==> config.mk <==
export PLATFORM = sky130hd
export DESIGN_NAME = lage_row_mem
export DESIGN_NICKNAME = d
export VERILOG_FILES = /design/src/rtl/lage_pkg.sv /design/src/rtl/lage_row_mem.sv
export SDC_FILE = /design/constraint.sdc
export NUM_CORES = 2
export LEC_CHECK = 0
export BUFFER_PORTS_ARGS = -buffer_cell sky130_fd_sc_hd__buf_2
export CAP_MARGIN = 20
export CORE_MARGIN = 5
export CORE_UTILIZATION = 30
export CTS_BUF_LIST = sky130_fd_sc_hd__clkbuf_4
export CTS_CLUSTER_DIAMETER = 120
export DETAILED_ROUTE_END_ITERATION = 10
export GPL_ROUTABILITY_DRIVEN = 0
export PLACE_DENSITY_LB_ADDON = 0.15
export SYNTH_ARGS = -nofsm -noshare
export SYNTH_HDL_FRONTEND = slang
export SYNTH_SLANG_ARGS = --single-unit
==> constraint.sdc <==
create_clock -name clk -period 6.9 [get_ports clk]
set_clock_uncertainty 0.2 [all_clocks]
set_input_delay 0.345 -clock clk [delete_from_list [all_inputs] [get_ports clk]]
set_output_delay 0.345 -clock clk [all_outputs]
set_load 0.005 [all_outputs]
==> src/rtl/lage_pkg.sv <==
// ----------------------------------------------------------------------------
// lage_pkg: shared types and constants of the life automaton grid engine
// field widths, command and register codes, sequencer states, cell rule
// ----------------------------------------------------------------------------
package lage_pkg;

  // grid size default (cells per row and rows)
  localparam int MAX_SIDE_DEF = 64;

  // field widths
  localparam int MODE_W      = 2;
  localparam int ROW_W       = 6;
  localparam int COL_W       = 6;
  localparam int GRID_SIDE_W = 7;
  localparam int GEN_COUNT_W = 16;
  localparam int CFG_ADDR_W  = 1;
  localparam int CFG_DATA_W  = 16;
  localparam int IN_DATA_W   = 16;
  localparam int OUT_DATA_W  = 8;

  // register reset values
  localparam logic [GRID_SIDE_W-1:0] GRID_SIDE_RST = GRID_SIDE_W'(64);
  localparam logic [GEN_COUNT_W-1:0] GEN_COUNT_RST = GEN_COUNT_W'(1);

  // b3/s23 rule thresholds
  localparam logic [3:0] SURVIVE_MIN = 4'd2;
  localparam logic [3:0] SURVIVE_MAX = 4'd3;
  localparam logic [3:0] BIRTH_CNT   = 4'd3;

  typedef enum logic [MODE_W-1:0] {
    CMD_WRITE = 2'd0,
    CMD_RUN   = 2'd1,
    CMD_READ  = 2'd2
  } cmd_t;

  typedef enum logic [CFG_ADDR_W-1:0] {
    REG_GRID_SIDE = 1'b0,
    REG_GEN_COUNT = 1'b1
  } cfg_reg_t;

  typedef enum logic [2:0] {
    ST_CLEAR,
    ST_IDLE,
    ST_CELL_WB,
    ST_GEN_START,
    ST_GEN_PRIME,
    ST_GEN_ROW,
    ST_RESP
  } state_t;

  // next value of one cell from its value and its live neighbor count
  function automatic logic next_cell(input logic alive, input logic [3:0] cnt);
    logic res;
    if (alive) begin
      res = (cnt >= SURVIVE_MIN) && (cnt <= SURVIVE_MAX);
    end else begin
      res = (cnt == BIRTH_CNT);
    end
    return res;
  endfunction

endpackage

==> src/rtl/lage_row_mem.sv <==
// ----------------------------------------------------------------------------
// lage_row_mem: grid storage, one row of cells per word
// one write port, one read port, registered read data
// ----------------------------------------------------------------------------
module lage_row_mem #(
  parameter int MAX_SIDE = lage_pkg::MAX_SIDE_DEF
) (
  input  logic                        clk,
  input  logic                        we,
  input  logic [$clog2(MAX_SIDE)-1:0] waddr,
  input  logic [MAX_SIDE-1:0]         wdata,
  input  logic                        re,
  input  logic [$clog2(MAX_SIDE)-1:0] raddr,
  output logic [MAX_SIDE-1:0]         rdata
);

  logic [MAX_SIDE-1:0] mem [MAX_SIDE];
  logic [MAX_SIDE-1:0] rdata_r;

  always_ff @(posedge clk) begin
    if (we) begin
      mem[waddr] <= wdata;
    end
  end

  always_ff @(posedge clk) begin
    if (re) begin
      rdata_r <= mem[raddr];
    end
  end

  assign rdata = rdata_r;

endmodule

---- Word-level counts from Yosys, hierarchy flattened ----
Memories as Yosys holds them, arrays and structs flattened. A register that Yosys moved wholly into a read port is not among the register bits.
Cells that the tools add are included.
operators by class
  mux-type cells .......................... 2
operator list
  kind     count
  $mux W1  2
storage, ports and cells
  register bits ........................... 0
  RAM bits ................................ 4096
  input bits .............................. 79
  word-level logic and storage cells ...... 3
  memories ................................ 1
memories
  name  words  width  read ports  clocked after Yosys merged registers in  wr ports  line                text
  mem   64     64     1           1                                        1         lage_row_mem.sv:17  logic [MAX_SIDE-1:0] mem [MAX_SIDE];

---- Logic depth before layout (Yosys ltp) ----
  depth in word-level cells ............... 2
  depth in mapped cells ................... 9
  depth with buffers taken out ............ 5

---- Least setup slack after synthesis ----
Ideal clock, no wire load.
  path type ............................... input to register
  from .................................... input port waddr[3]
  to ...................................... memory mem[48][0] (netlist bit), enable pin
  library setup time ...................... 0.564 ns
  arrival time ............................ 5.217 ns
  required time ........................... 6.136 ns
  path slack .............................. 0.919 ns
  cell stages on the path ................. 4
  buffers on the path ..................... 1
  cells stage by stage .................... clkbuf_1 nor2b_1 nand4b_1 nor3_1
RTL lines
  element          line                text
  start, declared  lage_row_mem.sv:10  input logic [$clog2(MAX_SIDE)-1:0] waddr,
  end, declared    lage_row_mem.sv:17
Straight into the memory's write port.

---- Worst setup path after layout ----
  from .................................... input port waddr[0]
  to ...................................... memory mem[49][8] (netlist bit), enable pin
Straight into the memory's write port.

==> summary.md <==
| Metric | Value |
|---|---|
| Final setup fails | 0 |
| CP max FO | 23 |
| Die Ht | ~730 um |
| Pint | around 40 mW |
| Crit-path cells | dlygate4sd3_1 -> dlygate4sd3_1 -> buf_2 -> dlygate4sd3_1 -> nand4_1 -> dlygate4sd3_1 -> dlygate4sd3_1 -> nor3_2 -> dlygate4sd3_1 -> buf_4 -> buf_4 |
| Mapped Avg Cell Area | 23.8 sq um |
| Initial antenna violation count | 46 |
| DR iter-0 viols | about 7400 |
| Crit Path Class | primary input to register |
| Lkg Pwr | ~59 nW |
| Total Neg Setup Slack | 0 ns |
| Clk sinks | between 4000 and 5000 |
| Total of max-cap violations | 0 |
| Number of synthesized register bits | 4160 |
| Via count | roughly 80000 |
| Worst r2r src | mem[39][16]$_DFFE_PP_ |
| Clock Power Share | 40.9% |
| Reg-to-Reg End | rdata[16]$_DFFE_PP_ |
| Unrepaired setup endpoints after global routing | false |
| Starting Density | a little under a third |
| Min cycle time layout | 4.69 ns |
| Power share of the combinational group | just over 5% |
| Sink of the worst hold path | mem[1][15]$_DFFE_PP_ |
| Signal arrival time at the worst endpoint | approximately 5.7 ns |
| Hold Path Depth | 4 |
| Worst reg2reg path depth | 8 |
| Area grow syn2layout | 18.0% |
| Status | completed |
| Row count | between 200 and 300 |
| DRC Markers | 0 |
| Nets | between 8000 and 9000 |
| Core region area | roughly 520000 sq um |
| GRT Util Overall | a little under a fifth |
| Chip Width | ~730 um |
| DRT Pass-1 Iters | 5 |
| Vias in the first global route | between 80000 and 90000 |
| Post-route ant nets | 0 |
| CTS clk-pin slew, worst paths | about 0.06 ns |
| Gate Count Post-Synth | roughly 6600 |
| Syn_nets | 6677 |
| Clk Tree Root Cell | clkbuf_4 |
| Critical path capture point type | register |
| Flop pwr share | ~54% |
| Final std cells w/o fill | 15717 |
| Sw power | ~12 mW |
| CTS Buffer Depth | 5 |
| # port buffers | around 140 |
| Total gr overflow | 0 |
| Hold Crit Class | primary input to register |
| H-tree depth | 7 |
| CP Data Required Time | between 7 and 8 ns |
| Pins Over Slew Limit | 0 |
| Mapped Area | about 160000 sq um |
| Placed Instances | roughly 14000 |
| Internal reg-to-reg setup slack | between 2 and 3 ns |
| CP most frequent cell | dlygate4sd3_1 |
| Hold path start | waddr[4] |
| Worst Max-Slew Pin Slew | approximately 1.1 ns |
| Setup Fix Bufs, Post-CTS | 0 |
| Fmax | ~0.21 GHz |
| Register area share after synthesis | between 70 and 80% |
| Worst skew pair latency | ~1.7 ns |
| PwrDens | approximately 280 nW/um^2 |
| DP Wirelength | 266000 um |
| Largest net degree at the start of global routing | approximately 120 |
| Ratio of cells with drive above 1 in the final layout | a little under two fifths |
| Ys Warns | 0 |
| Tcrit/Tclk final | around two thirds |
| CP startpoint kind | primary input |
| Worst path slowest cell | dlygate4sd3_1 |
| Final Hold Violating Endpoints | 0 |
| Sw Share | 22.4% |
| CP peak stage delay | 0.70 ns |
| Yosys cell types | 32 |
| Rel. slew slack | between 20% and 30% |
| Total CTS buffers | 1197 |
| Drt total wl | between 500000 and 600000 um |
| First-pass GRT wire length | 701000 um |
| WL/cell | around 33 um |
| Die ar. | approximately 540000 sq um |
| I/O pins | 143 |
| Vias per cell | 5.10 |
| CTS tree | done |
| VDD IR max | roughly 170 uV |
-- synthesized netlist by cell type, drive strengths merged --
cell / count / share of area, %
and2: 3 / 0.012
o221ai: 38 / 0.21
o22ai: 83 / 0.33
buf: 230 / 0.80
a22oi: 168 / 0.80
mux2i: 135 / 0.86
nand3b: 2 / 0.0096
or2: 28 / 0.11
nand2b: 11 / 0.044
nor3: 2 / 0.0064
nor2b: 28 / 0.11
nand2: 58 / 0.14
clkbuf: 140 / 0.33
and3: 64 / 0.26
nand4b: 1 / 0.0056
a31oi: 18 / 0.072
a211oi: 63 / 0.30
nor2: 112 / 0.27
or3: 29 / 0.12
inv: 19 / 0.045
nand4: 2 / 0.0080
nand3: 45 / 0.14
a2bb2oi: 19 / 0.11
a31o: 1 / 0.0056
a41oi: 26 / 0.15
edfxtp: 4160 / 80
mux4: 1024 / 15
a22o: 88 / 0.49
or3b: 1 / 0.0056
-- worst max-delay path by stage --
stage,startpoint,to,slack [ns],depth (start not counted)
final,waddr[0],mem[49][8]$_DFFE_PP_,2.21,11
after global routing,waddr[0],mem[49][8]$_DFFE_PP_,2.28,11
after CTS,waddr[0],mem[49][8]$_DFFE_PP_,2.49,11
after detailed placement,raddr[0],rdata[43]$_DFFE_PP_,2.72,8
after global placement,raddr[0],rdata[43]$_DFFE_PP_,2.75,8
after floorplan,waddr[3],mem[48][0]$_DFFE_PP_,0.92,4
-- cells in the final DEF, fill, tap and decap left out, drive strengths merged, types with 64 or more instances in the layout --
cell / instances
edfxtp: 4160
buf: 433
mux4: 1024
o22ai: 83
clkinv: 137
a22oi: 168
mux2i: 135
a22o: 88
and3: 64
clkbuf: 1706
dlygate4sd3: 215
nor2: 112
-- final cells by class --
type,count,area [sq um]
diodes,30,75.1
inverters,19,71.3
fillers,48808,336000
repair buffers,648,7090
clock inverters,163,764
multi-input cells,2049,30800
well taps,6942,8690
clock buffers,1706,12800
flip-flops and latches,4160,125000
-- what timing repair did --
item | 4_1_cts | 5_1_grt
gates resized for setup | 0 | 0
hold buffers | 282 | 0
endpoints found under the hold margin | 7230 | 0
-- state kept, by name, summed over array words and instances, names as in the netlist --
register / cells
mem: 4096
rdata: 64
-- critical path: cells and delay by family --
kind	cells	cell delay (ns)
buffers and inverters	9	5.02
AND/OR/NAND/NOR	2	0.27
-- metal layers --
layer	share of wire, %	wire, um	vias up	track usage, %
li1	-	-	32239	-
met1	43	220000	44315	25.3
met2	49	254000	2867	31.3
met3	5.4	27700	788	3.64
met4	2.1	11000	8	5.95
met5	0.011	58	-	0
-- power groups by stage --
stage	Clock (mW)	Sequential, mW	Combinational (mW)
2_1_floorplan	0	28.6	1.30
5_1_grt	23.5	28.1	2.85
3_5_place_dp	0	28.7	2.48
6_report	21.3	28.1	2.67
4_1_cts	22.1	28.1	2.74
3_3_place_gp	0	28.7	2.44
-- cell families (layout without fill, tap and decap cells) --
family                 count (synthesis)  count (layout)  share of synthesized area (%)
AO/OA/AOI/OAI                        504             504                           2.47
buffers and inverters                389            2536                           1.18
flip-flops                          4160            4160                           79.6
multiplexers                        1159            1159                           15.6
other                                  0              30                              0
AND/OR/NAND/NOR                      386             386                           1.23
-- through the flow --
step / util (%) / hold slack, ns / cell area [sq um] / setup WS, ns / power [mW]
4_1_cts: 35.5 / 0.000353 / 185000 / 2.49 / 53.0
3_3_place_gp: 32.2 / 0.571 / 168000 / 2.75 / 31.1
5_1_grt: 35.5 / 0.0918 / 185000 / 2.28 / 54.5
2_1_floorplan: - / 0.244 / 157000 / 0.919 / 29.9
3_5_place_dp: 32.2 / 0.566 / 168000 / 2.72 / 31.2
6_report: 35.5 / 0.250 / 185000 / 2.21 / 52.1
(Power assumes the default switching activity.)
