==> src/rtl/lage_pkg.sv <==
// ----------------------------------------------------------------------------
// lage_pkg: shared types and constants of the life automaton grid engine
// field widths, command and register codes, sequencer states, cell rule
// ----------------------------------------------------------------------------
package lage_pkg;

  // grid size default (cells per row and rows)
  localparam int MAX_SIDE_DEF = 64;

  // field widths
  localparam int MODE_W      = 2;
  localparam int ROW_W       = 6;
  localparam int COL_W       = 6;
  localparam int GRID_SIDE_W = 7;
  localparam int GEN_COUNT_W = 16;
  localparam int CFG_ADDR_W  = 1;
  localparam int CFG_DATA_W  = 16;
  localparam int IN_DATA_W   = 16;
  localparam int OUT_DATA_W  = 8;

  // register reset values
  localparam logic [GRID_SIDE_W-1:0] GRID_SIDE_RST = GRID_SIDE_W'(64);
  localparam logic [GEN_COUNT_W-1:0] GEN_COUNT_RST = GEN_COUNT_W'(1);

  // b3/s23 rule thresholds
  localparam logic [3:0] SURVIVE_MIN = 4'd2;
  localparam logic [3:0] SURVIVE_MAX = 4'd3;
  localparam logic [3:0] BIRTH_CNT   = 4'd3;

  typedef enum logic [MODE_W-1:0] {
    CMD_WRITE = 2'd0,
    CMD_RUN   = 2'd1,
    CMD_READ  = 2'd2
  } cmd_t;

  typedef enum logic [CFG_ADDR_W-1:0] {
    REG_GRID_SIDE = 1'b0,
    REG_GEN_COUNT = 1'b1
  } cfg_reg_t;

  typedef enum logic [2:0] {
    ST_CLEAR,
    ST_IDLE,
    ST_CELL_WB,
    ST_GEN_START,
    ST_GEN_PRIME,
    ST_GEN_ROW,
    ST_RESP
  } state_t;

  // next value of one cell from its value and its live neighbor count
  function automatic logic next_cell(input logic alive, input logic [3:0] cnt);
    logic res;
    if (alive) begin
      res = (cnt >= SURVIVE_MIN) && (cnt <= SURVIVE_MAX);
    end else begin
      res = (cnt == BIRTH_CNT);
    end
    return res;
  endfunction

endpackage

==> src/rtl/lage_row_rule.sv <==
// ----------------------------------------------------------------------------
// lage_row_rule: next generation of one row
// counts neighbors from the rows above, at and below, applies b3/s23
// ----------------------------------------------------------------------------
module lage_row_rule #(
  parameter int MAX_SIDE = lage_pkg::MAX_SIDE_DEF
) (
  input  logic [MAX_SIDE-1:0] up,
  input  logic [MAX_SIDE-1:0] mid,
  input  logic [MAX_SIDE-1:0] below,
  input  logic [MAX_SIDE-1:0] mask,
  output logic [MAX_SIDE-1:0] new_row,
  output logic                changed
);

  // zero padding on both ends: no wrap at the grid edge
  logic [MAX_SIDE+1:0] up_p;
  logic [MAX_SIDE+1:0] mid_p;
  logic [MAX_SIDE+1:0] below_p;
  logic [3:0]          cnt [MAX_SIDE];

  assign up_p    = {1'b0, up, 1'b0};
  assign mid_p   = {1'b0, mid, 1'b0};
  assign below_p = {1'b0, below, 1'b0};

  always_comb begin
    for (int c = 0; c < MAX_SIDE; c++) begin
      cnt[c] = 4'(up_p[c]) + 4'(up_p[c+1]) + 4'(up_p[c+2])
             + 4'(mid_p[c]) + 4'(mid_p[c+2])
             + 4'(below_p[c]) + 4'(below_p[c+1]) + 4'(below_p[c+2]);
      new_row[c] = mask[c] & lage_pkg::next_cell(mid[c], cnt[c]);
    end
  end

  assign changed = |((new_row ^ mid) & mask);

endmodule

==> config.mk <==
export PLATFORM = sky130hd
export DESIGN_NAME = lage_row_rule
export DESIGN_NICKNAME = d
export VERILOG_FILES = /design/src/rtl/lage_pkg.sv /design/src/rtl/lage_row_rule.sv
export SDC_FILE = /design/constraint.sdc
export NUM_CORES = 1
export LEC_CHECK = 0
export BUFFER_PORTS_ARGS = -buffer_cell sky130_fd_sc_hd__buf_4
export CORE_MARGIN = 10
export CORE_UTILIZATION = 30
export DETAILED_ROUTE_END_ITERATION = 12
export REMOVE_ABC_BUFFERS = 1
export SYNTH_ARGS = -nofsm -noshare
export SYNTH_HDL_FRONTEND = slang
export SYNTH_SLANG_ARGS = --single-unit
==> constraint.sdc <==
create_clock -name vclk -period 9.88
set_input_delay 1.976 -clock vclk [all_inputs]
set_output_delay 1.976 -clock vclk [all_outputs]
set_load 0.1 [all_outputs]
# [After elaboration in Yosys (flattened, before gate mapping)]
# Index checks and enable logic that the tools add are counted.
[op_classes] n_addsub=441 multipliers=0 div_mod_pow=0 n_lt_le_gt_ge=128 n_eq_ne=64 shift=0 mux=64 n_bitwise=66 n_reduce_logical=65
[op_table] op="4-bit by 1-bit adder with 4-bit output" count=252
[op_table] op="4-bit by 2-bit == test with 1-bit output (second input constant)" count=64
[op_table] op="4-bit by 2-bit >= comparator with 1-bit output (second input constant)" count=64
[op_table] op="4-bit by 2-bit less-or-equal comparator with 1-bit output (second input constant)" count=64
[op_table] op="3-bit by 1-bit adder with 4-bit output" count=63
[op_table] op="2-bit by 1-bit adder with 3-bit output" count=63
[op_table] op="1-bit by 1-bit adder with 2-bit output" count=63
[op_table] op="1-bit bitwise AND" count=64
[op_table] op="64-bit bitwise AND" count=1
[op_table] op="1-bit logical AND" count=64
[op_table] op="1-bit two-way mux" count=64
[op_table] op="64-bit OR reduction" count=1
[op_table] op="64-bit bitwise XOR" count=1
[word_totals] ff_bits=0 latch_bits=0 ramBits=0 rom_bits=0 mem_count=0

# [Longest topological paths before layout]
[logic_depth] ltp_word=14 ltp_mapped=16 depth_no_buf=16

# [Worst setup path before layout]
# No wires, ideal clock.
[synth_path] path_kind="input to output" start="input up[7]" end="output changed" arrival_time_ps=9017 required_ps=7904 setup_slack_ps=-1113 cell_stages=14 n_path_buf=0 cell_sequence="inv_1 -> fa_1 -> fa_1 -> fa_1 -> inv_1 -> ha_1 -> inv_1 -> fa_1 -> nor4b_1 -> nor2_1 -> a221oi_1 -> nand2_1 -> nor4_1 -> nand3_1"
[synth_via] elab_chain_len=14 word_cells_on_any_way=41 classes_between="add/sub (20); order compare (6); eq/ne (3); mux (3); bitwise (5); reduce/logical (4)"
[synth_rtl] element="from (decl)" line="lage_row_rule.sv:8" text="input logic [MAX_SIDE-1:0] up,"
[synth_rtl] element="1-bit by 1-bit adder with 2-bit output (*)" line="lage_row_rule.sv:28" text="cnt[c] = 4'(up_p[c]) + 4'(up_p[c+1]) + 4'(up_p[c+2])"
[synth_rtl] element="2-bit by 1-bit adder with 3-bit output (*)" line="lage_row_rule.sv:28"
[synth_rtl] element="3-bit by 1-bit adder with 4-bit output (*)" line="lage_row_rule.sv:29" text="+ 4'(mid_p[c]) + 4'(mid_p[c+2])"
[synth_rtl] element="4-bit by 1-bit adder with 4-bit output (*)" line="lage_row_rule.sv:29"
[synth_rtl] element="4-bit by 1-bit adder with 4-bit output (*) (3 in series)" line="lage_row_rule.sv:30" text="+ 4'(below_p[c]) + 4'(below_p[c+1]) + 4'(below_p[c+2]);"
[synth_rtl] element="4-bit by 2-bit >= comparator with 1-bit output or 4-bit by 2-bit less-or-equal comparator with 1-bit output (tied branches)" line="lage_pkg.sv:55" text="res = (cnt >= SURVIVE_MIN) && (cnt <= SURVIVE_MAX);"
[synth_rtl] element="1-bit logical AND" line="lage_pkg.sv:55"
[synth_rtl] element="1-bit two-way mux (*)" line="lage_pkg.sv:54" text="if (alive) begin"
[synth_rtl] element="1-bit bitwise AND (*)" line="lage_row_rule.sv:31" text="new_row[c] = mask[c] & lage_pkg::next_cell(mid[c], cnt[c]);"
[synth_rtl] element="net new_row[8]" line="lage_row_rule.sv:12" text="output logic [MAX_SIDE-1:0] new_row,"
[synth_rtl] element="64-bit bitwise XOR (*)" line="lage_row_rule.sv:35" text="assign changed = |((new_row ^ mid) & mask);"
[synth_rtl] element="64-bit bitwise AND (*)" line="lage_row_rule.sv:35"
[synth_rtl] element="64-bit OR reduction (*)" line="lage_row_rule.sv:35"
[synth_rtl] element="to (decl)" line="lage_row_rule.sv:13" text="output logic changed"
# Mark *: on every way through the listed nets, which the timed path passes. The rest lies on a longest branch.

# [Final worst setup path]
[layout_path] start="input mid[42]" end="output changed"
[layout_via] elab_chain_len=12 word_cells_on_any_way=26 classes_between="add/sub (9); order compare (4); eq/ne (2); mux (3); bitwise (5); reduce/logical (3)"
[layout_rtl] element="from (decl)" line="lage_row_rule.sv:9" text="input logic [MAX_SIDE-1:0] mid,"
[layout_rtl] element="3-bit by 1-bit adder with 4-bit output" line="lage_row_rule.sv:29"
[layout_rtl] element="4-bit by 1-bit adder with 4-bit output" line="lage_row_rule.sv:29"
[layout_rtl] element="4-bit by 1-bit adder with 4-bit output (3 in series)" line="lage_row_rule.sv:30"
[layout_rtl] element="4-bit by 2-bit >= comparator with 1-bit output or 4-bit by 2-bit less-or-equal comparator with 1-bit output (tied branches)" line="lage_pkg.sv:55"
[layout_rtl] element="1-bit logical AND" line="lage_pkg.sv:55"
[layout_rtl] element="1-bit two-way mux" line="lage_pkg.sv:54"
[layout_rtl] element="1-bit bitwise AND" line="lage_row_rule.sv:31"
[layout_rtl] element="64-bit bitwise XOR (*)" line="lage_row_rule.sv:35"
[layout_rtl] element="64-bit bitwise AND (*)" line="lage_row_rule.sv:35"
[layout_rtl] element="64-bit OR reduction (*)" line="lage_row_rule.sv:35"
# Every way passes the cells marked *; elsewhere a longest branch is shown, timed or not.

==> metrics.txt <==
maximum vdd drop 0.0000792 V; Slew Limit Fails 0; Worst Path Max Fanout 3; placed cell area 0.0157 mm^2; required time of the worst setup path 7.90 ns; commonest non-fill, non-tap cell in the layout inv_1; DRT Pass-1 Iters 8; NetSw 1.27 mW; Setup-failing EPs final 0; Logic pwr share 1.000; synthesis warning total 0; fin area 0.0157 mm^2; main combinational cell family by area after synthesis adder cells; Synth-to-Final Area Change 24.5%; IO Port Bufs 321; Post-DP HPWL 39,400 um; final wirelength 40,600 um; Sw Ratio 0.633; core area 0.0418 mm^2; Die Y 225 um; postcts setup bufs 0; number of clock buffers in the layout 0; post-route ant nets 0; slowest cell delay on critical path 0.52 ns; Max-Cap Viols 0; fill count 4,203; Distinct cells, synth 44; number of vias per cell 4.51; initial antenna violation count 8; register area share after synthesis 0; critical path arrival 6.48 ns; Setup crit end kind output pin; most used cell, CP fa_1; first-pass GRT wire length 63,300 um; CTS Hold Buffers Added 0; clock share of power 0; vias in the first global route 11,698; mux share of post-synthesis cell area 0.0143; Final min period 8.46 ns; final net count 2,474; register share of total power 0; register area 0 um^2; Via Count 10,454; hold depth 4; gr ovfl total 0; synthesized area 0.0126 mm^2; most frequent cells in the layout 558 x inv_1, 321 x buf_4, 252 x fa_1, 188 x ha_1, 76 x nor2_1; FF+latch count 0; # rows 75; Max-slew headroom 0.554; fraction of layout cells with a size suffix above 1 0.205; fmax 0.118 GHz; kind of critical path primary input to output pin; crit-path cells buf_4 > inv_1 > fa_1 > fa_1 > fa_1 > inv_1 > ha_1 > inv_1 > fa_1 > a211oi_1 > mux2i_1 > nor4b_4 > xnor2_1 > a22oi_1 > nand4_1 > nor4_1 > nand3_1 > buf_4; worst setup margin 1.42 ns; largest net degree at the start of global routing 5; worst min-delay path category primary input to output pin; Simple-Gate Fraction of Synth Area 0.119; Final Hold Vio Count 0; synthesized area per cell 8.69 um^2; Leakage 8.58 nW; die area 0.0507 mm^2; Resized cells post-CTS 0; # DRC 0; cells after synthesis 1,455; pwr dens 128 mW/mm^2; area share of xor/xnor cells in the synthesized design 0.0298; Ports 321; Initial Utilization 0.303; Total GRT Usage 0.159; outcome finished, final reports clean; CP Launch Type primary input; Adder-Cell Fraction of Synth Area 0.585; drt wl/cell 17.5 um; RSZ-0062 raised after global routing no; P_int 738 uW; die width 225 um; Worst Max-Slew Pin Slew 0.664 ns; critical path's slowest cell fa_1; dpl ws 1.31 ns; fin crit share 0.856; 1st-iter DRT viols 315; GP Congestion 0.893; compound-cell area share of the yosys netlist 0.0852
==> logic make-up (layout without fill, tap and decap cells) <==
| kind of cell | after synthesis | after routing |
|---|---|---|
| adder cells (fa/ha/maj) | 440 | 440 |
| multiplexers | 18 | 18 |
| buffers and inverters | 560 | 881 |
| AO/OA/AOI/OAI | 150 | 150 |
| AND/OR/NAND/NOR | 244 | 244 |
| XOR/XNOR | 43 | 43 |
| other | 0 | 4 |
==> synth_stat cells, types with 4 or more instances <==
library cell,number,area (um^2)
inv_1,558,2090
fa_1,252,5040
ha_1,188,2350
nor2_1,76,285
nand2_1,54,203
xnor2_1,43,377
nor2b_1,41,257
a21oi_1,36,180
nor4b_2,27,405
a31oi_1,25,156
a22oi_1,18,135
mux2i_1,18,180
a211o_1,11,96.3
o221ai_1,11,96.3
a211oi_1,10,75.1
nand3_1,9,45.0
o21ai_0,9,45.0
a221oi_1,7,61.3
nand2b_1,6,37.5
a2111oi_2,5,75.1
nand4_1,5,31.3
nor3_1,5,25.0
nor4b_1,5,43.8
o211ai_1,4,30.0
==> layout make-up <==
class | count | area (um^2) | share of cell area
Timing Repair Buffer | 321 | 2410 | 0.153
Multi-Input combinational cell | 895 | 10500 | 0.670
Inverter | 560 | 2100 | 0.134
Antenna cell | 4 | 10.0 | 0.000636
Tap cell | 539 | 674 | 0.0429
==> final timing paths <==
check                   start          to  slack, ns
worst max-delay path  mid[42]     changed       1.42
worst min-delay path  mask[3]  new_row[3]       4.40
==> power groups by stage <==
stage | clock (mW) | sequential, mW | combinational (mW)
2_1_floorplan | 0 | 0 | 1.50
3_3_place_gp | 0 | 0 | 1.96
3_5_place_dp | 0 | 0 | 2.03
4_1_cts | 0 | 0 | 2.04
5_1_grt | 0.0000000407 | 0 | 2.26
6_report | 0.0000000525 | 0 | 2.01
==> through the flow <==
stage | instances | power, mW | util | setup TNS, ns | hold slack (ns)
after floorplan | 1455 | 1.50 | - | -1.11 | 4.17
after global placement | 2315 | 1.96 | 0.377 | 0 | 4.39
after detailed placement | 2315 | 2.03 | 0.377 | 0 | 4.40
after CTS | 2315 | 2.04 | 0.377 | 0 | 4.40
after global routing | 2318 | 2.26 | 0.377 | 0 | 4.42
final | 2319 | 2.01 | 0.377 | 0 | 4.40
==> critical path, delay by kind of cell <==
family,cells,cell delay [ns]
AO/OA/AOI/OAI,2,0.58
XOR/XNOR,1,0.10
adder cells (fa/ha/maj),5,1.95
buffers and inverters,5,0.68
multiplexers,1,0.15
AND/OR/NAND/NOR,4,1.04
==> per-layer routing <==
metal  global-route usage  part of all wire  up-vias
met3               0.0325             0.071       32
met1                0.193              0.41     5075
li1                     -                 -     5062
met2                0.289              0.50      275
met4               0.0168             0.010       10
met5                    0            0.0019        -
Power figures use the tool's default switching activity.
